<file path="src/rtl/core/elder_ray_index_ema_assert.svh">
// ----------------------------------------------------------------------------
// Assertion macros for the elder ray index core
// Clocked on clk and disabled while rst_n is low.
// ----------------------------------------------------------------------------
`ifndef ELDER_RAY_INDEX_EMA_ASSERT_SVH
`define ELDER_RAY_INDEX_EMA_ASSERT_SVH

// same-cycle implication
`define ERI_ASSERT_IMPLY(lbl, ante, cons, msg) \
    lbl: assert property (@(posedge clk) disable iff (!rst_n) (ante) |-> (cons)) \
        else $error(msg);

// next-cycle implication
`define ERI_ASSERT_NEXT(lbl, ante, cons, msg) \
    lbl: assert property (@(posedge clk) disable iff (!rst_n) (ante) |=> (cons)) \
        else $error(msg);

`endif

</file>
<file path="src/rtl/core/eri_pkg.sv">
// ----------------------------------------------------------------------------
// eri_pkg
// Types and fixed constants shared by the elder ray index core.
// ----------------------------------------------------------------------------
package eri_pkg;

    localparam int AVG_EXTRA    = 16;
    localparam int COUNT_W      = 16;
    localparam int CFG_INDEX_W  = 8;
    localparam int CFG_DATA_W   = 11;
    localparam int PERIOD_CFG_W = 11;
    localparam int UNSTABLE_W   = 8;
    localparam int K_W          = 32;
    localparam int K_SHIFT      = 34;

    localparam logic [COUNT_W-1:0]      COUNT_MAX      = '1;
    localparam logic [PERIOD_CFG_W-1:0] RESET_PERIOD   = 11'd30;
    localparam logic [UNSTABLE_W-1:0]   RESET_UNSTABLE = 8'd0;
    localparam logic [63:0]             LO_ROUND       = 64'h0000_0000_8000_0000;

    localparam logic [CFG_INDEX_W-1:0] REG_PERIOD   = 8'd0;
    localparam logic [CFG_INDEX_W-1:0] REG_UNSTABLE = 8'd1;

    typedef enum logic [2:0] {
        ST_IDLE,
        ST_KDIV,
        ST_EVAL,
        ST_SDIV,
        ST_MUL_LO,
        ST_MUL_HI,
        ST_APPLY,
        ST_EMIT
    } state_t;

    typedef struct packed {
        logic busy;
        logic done;
    } div_stat_t;

endpackage

</file>
<file path="src/rtl/core/eri_div.sv">
// ----------------------------------------------------------------------------
// eri_div
// Restoring unsigned divider, one quotient bit per cycle.
// ----------------------------------------------------------------------------
module eri_div #(
    parameter int DVD_W = 59,
    parameter int DVS_W = 11
) (
    input  logic                clk,
    input  logic                rst_n,
    input  logic                start,
    input  logic [DVD_W-1:0]    dividend,
    input  logic [DVS_W-1:0]    divisor,
    output eri_pkg::div_stat_t  status,
    output logic [DVD_W-1:0]    quotient,
    output logic [DVS_W-1:0]    remainder
);
    import eri_pkg::*;

    localparam int CNT_W = $clog2(DVD_W + 1);

    logic [DVD_W-1:0] quot_reg, quot_next;
    logic [DVS_W-1:0] rem_reg, rem_next;
    logic [DVS_W-1:0] dvs_reg, dvs_next;
    logic [CNT_W-1:0] cnt_reg, cnt_next;
    logic             busy_reg, busy_next;
    logic             done_reg, done_next;
    logic [DVS_W:0]   trial;
    logic [DVS_W:0]   diff;
    logic             fits;

    always_comb
    begin
        trial = {rem_reg, quot_reg[DVD_W-1]};
        diff  = trial - {1'b0, dvs_reg};
        fits  = (trial >= {1'b0, dvs_reg});
    end

    always_comb
    begin
        quot_next = quot_reg;
        rem_next  = rem_reg;
        dvs_next  = dvs_reg;
        cnt_next  = cnt_reg;
        busy_next = busy_reg;
        done_next = 1'b0;
        if (start)
        begin
            quot_next = dividend;
            rem_next  = '0;
            dvs_next  = divisor;
            cnt_next  = CNT_W'(DVD_W);
            busy_next = 1'b1;
        end
        else if (busy_reg)
        begin
            quot_next = {quot_reg[DVD_W-2:0], fits};
            rem_next  = fits ? diff[DVS_W-1:0] : trial[DVS_W-1:0];
            cnt_next  = cnt_reg - CNT_W'(1);
            if (cnt_reg == CNT_W'(1))
            begin
                busy_next = 1'b0;
                done_next = 1'b1;
            end
        end
    end

    always_ff @(posedge clk or negedge rst_n)
    begin
        if (!rst_n)
        begin
            busy_reg <= 1'b0;
            done_reg <= 1'b0;
            cnt_reg  <= '0;
        end
        else
        begin
            busy_reg <= busy_next;
            done_reg <= done_next;
            cnt_reg  <= cnt_next;
        end
    end

    always_ff @(posedge clk)
    begin
        quot_reg <= quot_next;
        rem_reg  <= rem_next;
        dvs_reg  <= dvs_next;
    end

    assign status.busy = busy_reg;
    assign status.done = done_reg;
    assign quotient    = quot_reg;
    assign remainder   = rem_reg;

endmodule

</file>
<file path="src/rtl/core/elder_ray_index_ema.sv">
// ----------------------------------------------------------------------------
// elder_ray_index_ema
// Elder ray index: bull and bear power against an EMA of close.
//
//   channel  direction  handshake                payload
//   s_axis   in         s_axis_tvalid/tready     tdata: high, low, close
//                                                tuser: series_start
//   m_axis   out        m_axis_tvalid/tready     tdata: bull, bear, bar_index
//   cfg      in         cfg_valid/cfg_ready      cfg_index, cfg_data
//
// An EMA bar passes eval, multiply low, multiply high, apply and emit before
// the core takes the next bar; the shared 32x32 multiplier runs twice per bar
// (low and high half of the difference). The seeding bar also runs the serial
// divider for its average, and a series start with period above 1 runs it for k.
// A result waits in the output register; a stalled output holds the core
// in its last step only when a new result must be loaded.
// Reset clears control state; cfg_ready is always high.
// ----------------------------------------------------------------------------
`include "elder_ray_index_ema_assert.svh"

module elder_ray_index_ema #(
    parameter int PRICE_BITS = 32,
    parameter int MAX_PERIOD = 1024,
    localparam int S_TDATA_W = ((3 * PRICE_BITS + 7) / 8) * 8,
    localparam int M_TDATA_W = ((2 * (PRICE_BITS + 1) + eri_pkg::COUNT_W + 7) / 8) * 8
) (
    input  logic                             clk,
    input  logic                             rst_n,
    input  logic                             s_axis_tvalid,
    output logic                             s_axis_tready,
    input  logic [S_TDATA_W-1:0]             s_axis_tdata,  // high_price, low_price, close_price
    input  logic                             s_axis_tuser,  // series_start
    output logic                             m_axis_tvalid,
    input  logic                             m_axis_tready,
    output logic [M_TDATA_W-1:0]             m_axis_tdata,  // bull_power, bear_power, bar_index
    input  logic                             cfg_valid,
    output logic                             cfg_ready,
    input  logic [eri_pkg::CFG_INDEX_W-1:0]  cfg_index,
    input  logic [eri_pkg::CFG_DATA_W-1:0]   cfg_data
);
    import eri_pkg::*;

    localparam int AVG_W    = PRICE_BITS + AVG_EXTRA;
    localparam int RES_W    = PRICE_BITS + 1;
    localparam int PERIOD_W = $clog2(MAX_PERIOD + 1);
    localparam int DVS_W    = $clog2(MAX_PERIOD + 2);
    localparam int SUM_W    = PRICE_BITS + $clog2(MAX_PERIOD) + 1;
    localparam int DVD_W    = (SUM_W + AVG_EXTRA > K_SHIFT + 1) ? SUM_W + AVG_EXTRA
                                                                : K_SHIFT + 1;
    localparam int WARM_W   = ((PERIOD_W > UNSTABLE_W) ? PERIOD_W : UNSTABLE_W) + 1;
    localparam int CMP_W    = (WARM_W > COUNT_W) ? WARM_W : COUNT_W;
    localparam int HI_W     = (AVG_W > 32) ? AVG_W - 32 : 1;
    localparam int MAGX_W   = 32 + HI_W;
    localparam int MUL_A_W  = (HI_W > 32) ? HI_W : 32;
    localparam int PROD_W   = MUL_A_W + K_W;
    localparam int DELTA_W  = HI_W + 33;
    localparam int UPD_W    = ((AVG_W > DELTA_W) ? AVG_W : DELTA_W) + 1;

    state_t state_reg, state_next;

    logic [PERIOD_CFG_W-1:0] period_reg, period_next;
    logic [UNSTABLE_W-1:0]   unstable_reg, unstable_next;
    logic                    fresh_reg, fresh_next;
    logic                    out_valid_reg, out_valid_next;
    logic [COUNT_W-1:0]      bar_counter_reg, bar_counter_next;

    logic [PERIOD_W-1:0]     run_period_reg, run_period_next;
    logic [UNSTABLE_W-1:0]   run_unstable_reg, run_unstable_next;
    logic [K_W-1:0]          smoothing_reg, smoothing_next;
    logic [SUM_W-1:0]        seed_sum_reg, seed_sum_next;
    logic [AVG_W-1:0]        average_reg, average_next;
    logic [PRICE_BITS-1:0]   high_reg, high_next;
    logic [PRICE_BITS-1:0]   low_reg, low_next;
    logic [PRICE_BITS-1:0]   close_reg, close_next;
    logic                    sum_neg_reg, sum_neg_next;
    logic                    up_reg, up_next;
    logic [MAGX_W-1:0]       mag_reg, mag_next;
    logic [PROD_W-1:0]       prod_reg, prod_next;
    logic [31:0]             round_reg, round_next;
    logic [RES_W-1:0]        bull_reg, bull_next;
    logic [RES_W-1:0]        bear_reg, bear_next;
    logic [COUNT_W-1:0]      index_reg, index_next;

    // FSM outputs
    logic in_accept;
    logic restart;
    logic div_start;
    logic div_sel_k;
    logic emit_go;

    // datapath
    logic [PERIOD_W-1:0]     p_clamped;
    logic [DVD_W-1:0]        div_dividend;
    logic [DVS_W-1:0]        div_divisor;
    div_stat_t               div_stat;
    logic [DVD_W-1:0]        div_quot;
    logic [DVS_W-1:0]        div_rem;
    logic [CMP_W-1:0]        idx_ext;
    logic [CMP_W-1:0]        pm1_ext;
    logic [CMP_W-1:0]        warm_ext;
    logic                    is_p1;
    logic [SUM_W-1:0]        sum_add;
    logic [SUM_W-1:0]        sum_mag;
    logic [AVG_W-1:0]        target;
    logic [AVG_W:0]          diff_tu;
    logic [AVG_W:0]          diff_ut;
    logic                    up_now;
    logic [MUL_A_W-1:0]      mul_a;
    logic [PROD_W-1:0]       mul_prod;
    logic [63:0]             lo_sum;
    logic [DELTA_W-1:0]      delta;
    logic [UPD_W-1:0]        avg_upd;
    logic [32:0]             k_round;
    logic                    seed_up;
    logic [DVD_W-1:0]        seed_q;
    logic [DVD_W-1:0]        seed_s;
    logic [AVG_W:0]          avg_rnd;
    logic [RES_W-1:0]        avg_r;

    assign cfg_ready = 1'b1;

    // ------------------------------------------------------------------------
    // Next state
    // ------------------------------------------------------------------------
    always_comb
    begin
        state_next = state_reg;
        case (state_reg)
            ST_IDLE:
            begin
                if (s_axis_tvalid)
                begin
                    if ((s_axis_tuser || fresh_reg) && (p_clamped != PERIOD_W'(1)))
                        state_next = ST_KDIV;
                    else
                        state_next = ST_EVAL;
                end
            end
            ST_KDIV:
            begin
                if (div_stat.done)
                    state_next = ST_EVAL;
            end
            ST_EVAL:
            begin
                if (is_p1 || (idx_ext < pm1_ext))
                    state_next = ST_EMIT;
                else if (idx_ext == pm1_ext)
                    state_next = ST_SDIV;
                else
                    state_next = ST_MUL_LO;
            end
            ST_SDIV:
            begin
                if (div_stat.done)
                    state_next = ST_EMIT;
            end
            ST_MUL_LO: state_next = ST_MUL_HI;
            ST_MUL_HI: state_next = ST_APPLY;
            ST_APPLY:  state_next = ST_EMIT;
            ST_EMIT:
            begin
                if (emit_go)
                    state_next = ST_IDLE;
            end
            default:   state_next = ST_IDLE;
        endcase
    end

    // ------------------------------------------------------------------------
    // FSM outputs
    // ------------------------------------------------------------------------
    always_comb
    begin
        s_axis_tready = 1'b0;
        in_accept     = 1'b0;
        restart       = 1'b0;
        div_start     = 1'b0;
        div_sel_k     = 1'b0;
        emit_go       = 1'b0;
        case (state_reg)
            ST_IDLE:
            begin
                s_axis_tready = 1'b1;
                in_accept     = s_axis_tvalid;
                restart       = s_axis_tvalid && (s_axis_tuser || fresh_reg);
                div_sel_k     = 1'b1;
                div_start     = restart && (p_clamped != PERIOD_W'(1));
            end
            ST_EVAL:
            begin
                div_start = !is_p1 && (idx_ext == pm1_ext);
            end
            ST_EMIT:
            begin
                emit_go = !out_valid_reg || m_axis_tready || (idx_ext < warm_ext);
            end
            default:
            begin
                s_axis_tready = 1'b0;
            end
        endcase
    end

    // ------------------------------------------------------------------------
    // Datapath
    // ------------------------------------------------------------------------
    always_comb
    begin
        if (period_reg == '0)
            p_clamped = PERIOD_W'(1);
        else if (32'(period_reg) > 32'(MAX_PERIOD))
            p_clamped = PERIOD_W'(MAX_PERIOD);
        else
            p_clamped = PERIOD_W'(period_reg);
    end

    always_comb
    begin
        is_p1    = (run_period_reg == PERIOD_W'(1));
        idx_ext  = CMP_W'(bar_counter_reg);
        pm1_ext  = CMP_W'(run_period_reg) - CMP_W'(1);
        warm_ext = pm1_ext + CMP_W'(run_unstable_reg);

        sum_add  = seed_sum_reg
                 + {{(SUM_W - PRICE_BITS){close_reg[PRICE_BITS-1]}}, close_reg};
        sum_mag  = sum_add[SUM_W-1] ? (SUM_W'(0) - sum_add) : sum_add;

        target   = {close_reg, {AVG_EXTRA{1'b0}}};
        diff_tu  = {target[AVG_W-1], target} - {average_reg[AVG_W-1], average_reg};
        diff_ut  = {average_reg[AVG_W-1], average_reg} - {target[AVG_W-1], target};
        up_now   = !diff_tu[AVG_W];

        if (div_sel_k)
        begin
            div_dividend = DVD_W'({1'b1, {K_SHIFT{1'b0}}});
            div_divisor  = DVS_W'(p_clamped) + DVS_W'(1);
        end
        else
        begin
            div_dividend = DVD_W'({sum_mag, {AVG_EXTRA{1'b0}}});
            div_divisor  = DVS_W'(run_period_reg);
        end

        if (state_reg == ST_MUL_LO)
            mul_a = MUL_A_W'(mag_reg[31:0]);
        else
            mul_a = MUL_A_W'(mag_reg[MAGX_W-1:32]);
        mul_prod = PROD_W'(mul_a) * PROD_W'(smoothing_reg);

        lo_sum   = prod_reg[63:0] + LO_ROUND;
        delta    = DELTA_W'(prod_reg[HI_W+31:0]) + DELTA_W'(round_reg);
        if (up_reg)
            avg_upd = UPD_W'($signed(average_reg)) + UPD_W'(delta);
        else
            avg_upd = UPD_W'($signed(average_reg)) - UPD_W'(delta);

        k_round  = div_quot[32:0] + 33'd1;

        seed_up  = ({1'b0, div_rem, 1'b0} >= (DVS_W + 2)'(run_period_reg));
        seed_q   = div_quot + DVD_W'(seed_up);
        seed_s   = sum_neg_reg ? (DVD_W'(0) - seed_q) : seed_q;

        avg_rnd  = {average_reg[AVG_W-1], average_reg}
                 + (AVG_W + 1)'({1'b1, {(AVG_EXTRA - 1){1'b0}}});
        avg_r    = avg_rnd[AVG_W:AVG_EXTRA];
    end

    always_comb
    begin
        period_next       = period_reg;
        unstable_next     = unstable_reg;
        fresh_next        = fresh_reg;
        bar_counter_next  = bar_counter_reg;
        run_period_next   = run_period_reg;
        run_unstable_next = run_unstable_reg;
        smoothing_next    = smoothing_reg;
        seed_sum_next     = seed_sum_reg;
        average_next      = average_reg;
        high_next         = high_reg;
        low_next          = low_reg;
        close_next        = close_reg;
        sum_neg_next      = sum_neg_reg;
        up_next           = up_reg;
        mag_next          = mag_reg;
        prod_next         = prod_reg;
        round_next        = round_reg;
        bull_next         = bull_reg;
        bear_next         = bear_reg;
        index_next        = index_reg;
        out_valid_next    = out_valid_reg && !m_axis_tready;

        if (cfg_valid)
        begin
            case (cfg_index)
                REG_PERIOD:   period_next   = cfg_data[PERIOD_CFG_W-1:0];
                REG_UNSTABLE: unstable_next = cfg_data[UNSTABLE_W-1:0];
                default:      period_next   = period_reg;
            endcase
        end

        case (state_reg)
            ST_IDLE:
            begin
                if (in_accept)
                begin
                    high_next  = s_axis_tdata[PRICE_BITS-1:0];
                    low_next   = s_axis_tdata[2*PRICE_BITS-1:PRICE_BITS];
                    close_next = s_axis_tdata[3*PRICE_BITS-1:2*PRICE_BITS];
                end
                if (restart)
                begin
                    run_period_next   = p_clamped;
                    run_unstable_next = unstable_reg;
                    smoothing_next    = '0;
                    bar_counter_next  = '0;
                    seed_sum_next     = '0;
                    average_next      = '0;
                    fresh_next        = 1'b0;
                end
            end
            ST_KDIV:
            begin
                if (div_stat.done)
                    smoothing_next = k_round[32:1];
            end
            ST_EVAL:
            begin
                if (is_p1)
                    average_next = target;
                else if (idx_ext <= pm1_ext)
                begin
                    seed_sum_next = sum_add;
                    sum_neg_next  = sum_add[SUM_W-1];
                end
                else
                begin
                    up_next  = up_now;
                    mag_next = up_now ? MAGX_W'(diff_tu[AVG_W-1:0])
                                      : MAGX_W'(diff_ut[AVG_W-1:0]);
                end
            end
            ST_SDIV:
            begin
                if (div_stat.done)
                    average_next = seed_s[AVG_W-1:0];
            end
            ST_MUL_LO:
            begin
                prod_next = mul_prod;
            end
            ST_MUL_HI:
            begin
                round_next = lo_sum[63:32];
                prod_next  = mul_prod;
            end
            ST_APPLY:
            begin
                average_next = avg_upd[AVG_W-1:0];
            end
            ST_EMIT:
            begin
                if (emit_go)
                begin
                    if (bar_counter_reg != COUNT_MAX)
                        bar_counter_next = bar_counter_reg + COUNT_W'(1);
                    if (idx_ext >= warm_ext)
                    begin
                        bull_next      = {high_reg[PRICE_BITS-1], high_reg} - avg_r;
                        bear_next      = {low_reg[PRICE_BITS-1], low_reg} - avg_r;
                        index_next     = bar_counter_reg;
                        out_valid_next = 1'b1;
                    end
                end
            end
            default:
            begin
                out_valid_next = out_valid_reg && !m_axis_tready;
            end
        endcase
    end

    eri_div #(
        .DVD_W (DVD_W),
        .DVS_W (DVS_W)
    ) u_div (
        .clk       (clk),
        .rst_n     (rst_n),
        .start     (div_start),
        .dividend  (div_dividend),
        .divisor   (div_divisor),
        .status    (div_stat),
        .quotient  (div_quot),
        .remainder (div_rem)
    );

    always_ff @(posedge clk or negedge rst_n)
    begin
        if (!rst_n)
        begin
            state_reg       <= ST_IDLE;
            period_reg      <= RESET_PERIOD;
            unstable_reg    <= RESET_UNSTABLE;
            fresh_reg       <= 1'b1;
            out_valid_reg   <= 1'b0;
            bar_counter_reg <= '0;
        end
        else
        begin
            state_reg       <= state_next;
            period_reg      <= period_next;
            unstable_reg    <= unstable_next;
            fresh_reg       <= fresh_next;
            out_valid_reg   <= out_valid_next;
            bar_counter_reg <= bar_counter_next;
        end
    end

    always_ff @(posedge clk)
    begin
        run_period_reg   <= run_period_next;
        run_unstable_reg <= run_unstable_next;
        smoothing_reg    <= smoothing_next;
        seed_sum_reg     <= seed_sum_next;
        average_reg      <= average_next;
        high_reg         <= high_next;
        low_reg          <= low_next;
        close_reg        <= close_next;
        sum_neg_reg      <= sum_neg_next;
        up_reg           <= up_next;
        mag_reg          <= mag_next;
        prod_reg         <= prod_next;
        round_reg        <= round_next;
        bull_reg         <= bull_next;
        bear_reg         <= bear_next;
        index_reg        <= index_next;
    end

    assign m_axis_tvalid = out_valid_reg;
    assign m_axis_tdata  = M_TDATA_W'({index_reg, bear_reg, bull_reg});

    `ERI_ASSERT_IMPLY(a_div_done_state, div_stat.done,
        (state_reg == ST_KDIV) || (state_reg == ST_SDIV), "divider done outside a divide step")
    `ERI_ASSERT_IMPLY(a_div_busy_state, div_stat.busy,
        (state_reg == ST_KDIV) || (state_reg == ST_SDIV), "divider busy outside a divide step")
    `ERI_ASSERT_IMPLY(a_mul_period, state_reg == ST_MUL_LO,
        run_period_reg > PERIOD_W'(1), "EMA multiply with period below two")
    `ERI_ASSERT_NEXT(a_count_step, emit_go && (bar_counter_reg != COUNT_MAX),
        bar_counter_reg == $past(bar_counter_reg) + COUNT_W'(1), "bar counter missed a step")
    `ERI_ASSERT_NEXT(a_ema_up, (state_reg == ST_APPLY) && up_reg,
        $signed(average_reg) >= $signed($past(average_reg)), "EMA moved away from close")

endmodule

</file>
<file path="config.mk">
export PLATFORM = sky130hd
export DESIGN_NAME = elder_ray_index_ema
export DESIGN_NICKNAME = d
export VERILOG_FILES = /design/src/rtl/core/eri_pkg.sv /design/src/rtl/core/eri_div.sv /design/src/rtl/core/elder_ray_index_ema.sv
export VERILOG_INCLUDE_DIRS = /design/src /design/src/rtl/core
export SDC_FILE = /design/constraint.sdc
export NUM_CORES = 2
export LEC_CHECK = 0
export ABC_AREA = 1
export BUFFER_PORTS_ARGS = -buffer_cell sky130_fd_sc_hd__buf_2
export CORE_ASPECT_RATIO = 0.7
export CORE_MARGIN = 5
export CORE_UTILIZATION = 30
export DETAILED_ROUTE_END_ITERATION = 8
export PLACE_DENSITY_LB_ADDON = 0.15
export SKIP_LAST_GASP = 1
export SLEW_MARGIN = 15
export SYNTH_ARGS = -nofsm -noshare
export SYNTH_HDL_FRONTEND = slang
export SYNTH_SLANG_ARGS = --single-unit
</file>
<file path="constraint.sdc">
create_clock -name clk -period 12.4 [get_ports clk]
set_clock_uncertainty 0.15 [all_clocks]
set_input_delay 0.62 -clock clk [delete_from_list [all_inputs] [get_ports clk]]
set_output_delay 0.62 -clock clk [all_outputs]
set_load 0.01 [all_outputs]
</file>
==> results.yml <==
floorplanning:
  die_w_um: 627.8
  ioPinCount: 212
  rows: 158
  core_um2: 265300
  initial_utilization_pct: 30.21
  dieHeight_um: 442.5
  die_area_um2: 277800
setup_path:
  cp_num_buf_inv: 7
  critPathMaxStageDelay_ns: 1.05
  required_ns: 12.65
  cp.arrival_ns: 10.46
  critPathTopFamily: "adder cells"
  critPathSlowestCell: "clkinv_1"
  critPathLaunchType: "flip-flop"
  path_max_fanout: 19
  crit_top_cell: "fa_1"
  critPathKind: "reg2reg"
  crit_path_end_kind: "flip-flop"
sta:
  min_period_over_period_pct: 82.35
  slew_violations: 0
  setup_viol: 0
  whs_ns: 0.04825
  setup_ws_ns: 2.189
  finalWorstPathRequiredPeriod_ns: 10.21
  max-slew-margin-rel_pct: 12.57
  rsz0062_at_grt: "false"
  hold_viol: 0
  fin_tns_setup_ns: 0
  tightestPinTransition_ns: 1.303
  clock.fmax_mhz: 97.93
detailed_routing:
  drc: 0
  drtAntennaViolNets: 0
  firstDrtPassIters: 6
  drtIter0Drc: 7914
  drt_wl_total_mm: 351.4
  drt-wirelength-per-cell_um: 24.78
  vias_per_cell: 5.083
  vias: 72075
synth:
  async_flop_share_pct: 8.067
  synthTopCellsByCount: "nand2_1 (2206), inv_1 (1979), nor2_1 (1376)"
  synthDistinctLibCells: 76
  synth.most_common_cell: "nand2_1"
  synth_edf_count: 536
  yosysTopAreaCell: "fa_1"
  synth.avg_cell_area_um2: 7.739
  synthCells: 10356
  ys_seq_elements: 595
  netlist_area_um2: 80150
  ys.warnings.count: 0
  synth_flop_cell: "edfxtp_1"
  yosys-top-cells-area: "fa_1 (23%), edfxtp_1 (20%), nand2_1 (10%)"
  synth-seq-area-share_pct: 21.86
  synth_top_area_share_pct: 22.58
final_layout:
  drive_above_1_share_pct: 5.837
  final_area_um2: 88930
  final_nets: 12213
  syn2layout_area_growth_pct: 10.95
  largest_reg_flops: 64
global_routing:
  grtUsageTotal_pct: 24.84
  antenna_found_initial: 15
  grt_max_degree: 66
  grt_pass1_vias: 70269
  grt_pass1_wl_mm: 506.7
  grt_overflow: 0
worst_hold_path:
  hp-class: "in2reg"
placed_design:
  place_area_um2: 85590
  io_buffers: 204
  dp_hpwl_mm: 293.2
  preCtsSetupSlack_ns: 2.421
  gp_congestion: 0.9875
clock_tree:
  post_cts_buffers: 0
  numCtsBuffers: 68
  clockBufferDepth: 3
  clk_pin_slew_worst_paths_ns: 0.07
  insertion_delay_ns: 0.70
  numClockSinks: 595
  clockRootBuffer: "clkbuf_16"
  cts_tree: "built"
  htreeDepth: 3
job:
  cap_violations: 0
status:
  outcome: "completed"
path summary, 6_finish.rpt:
check / from / endpoint / slack, ns / depth (start not counted)
worst max register to register: state_reg[0] / prod_reg[57] / 2.19 / 29
worst min register to register: unstable_reg[0] / run_unstable_reg[0] / 0.30 / 0
max in group asynchronous: rst_n / u_div.cnt_reg[0] / 11.14 / 3
worst min-delay path: cfg_data[3] / period_reg[3] / 0.05 / 3
worst max-delay path: state_reg[0] / prod_reg[57] / 2.19 / 29
min in group asynchronous: rst_n / unstable_reg[6] / 0.46 / 3
layout by cell type, fill, tap and decap left out, types with 38 or more instances in the layout:
cell and n:
dfrtp_1 43, xor2_1 288, clkbuf_16 68, buf_4 117
ha_1 587, o211ai_1 45, xnor2_1 107, o21ai_0 348
nand2_1 2204, dlygate4sd3_1 101, nor2_1 1370, nand4_1 117
o21ai_1 41, buf_2 204, nor3_1 113, nand3_1 344
a31oi_1 58, inv_1 1975, a21oi_1 535, edfxtp_1 536
fa_1 904, nor4_1 38
per-stage QoR:
step                util [%]  std cells
floorplan                  -      10361
global placement       32.26      13950
detailed placement     32.26      13950
CTS                    33.52      14176
global route           33.52      14177
finish                 33.52      14180
final cells by class:
class,count,area (um2)
clock buffers,82,1764
well taps,3520,4404
flip-flops and latches,595,17520
clock inverters,43,553.0
inverters,2024,7597
diodes,4,10.01
repair buffers,422,2910
fillers,28338,176400
multi-input cells,7490,54170
timing repair:
action	in CTS	in global routing
endpoints found under the hold margin	143	0
hold buffers	101	0
resized for setup	0	0
layer usage:
metal / share of wire [%] / global-route usage, % / routed length [um] / vias up
met5: 0.0037 / 0 / 13 / -
met4: 1.1 / 2.560 / 3967 / 2
met3: 11 / 7.572 / 38370 / 242
met2: 37 / 31.92 / 129600 / 2962
met1: 51 / 40.62 / 179500 / 35906
li1: - / - / - / 32963
cell families (layout without fill, tap and decap cells):
logic type / after synthesis / count (layout) / share of synthesized area [%]
AND/OR/NAND/NOR: 4363 / 4363 / 22.56
buffers and inverters: 2276 / 2571 / 10.75
adder cells (fa/ha/maj): 1491 / 1491 / 31.74
AO/OA/AOI/OAI: 1219 / 1219 / 8.433
flip-flops: 595 / 595 / 21.86
XOR/XNOR: 410 / 410 / 4.635
other: 2 / 11 / 0.009370
worst register-to-register path, delay by kind of cell, from the launching register on:
family	cells	cell delay [ns]
compound gates	5	1.31
xor+xnor	1	0.13
fa+ha+maj	9	4.50
buf+inv	7	1.92
flops	1	0.43
simple gates	7	1.47
Power is left out: the tool's default activity adds up to more than one toggle a clock period on the data nets, which glitch-free logic cannot reach.
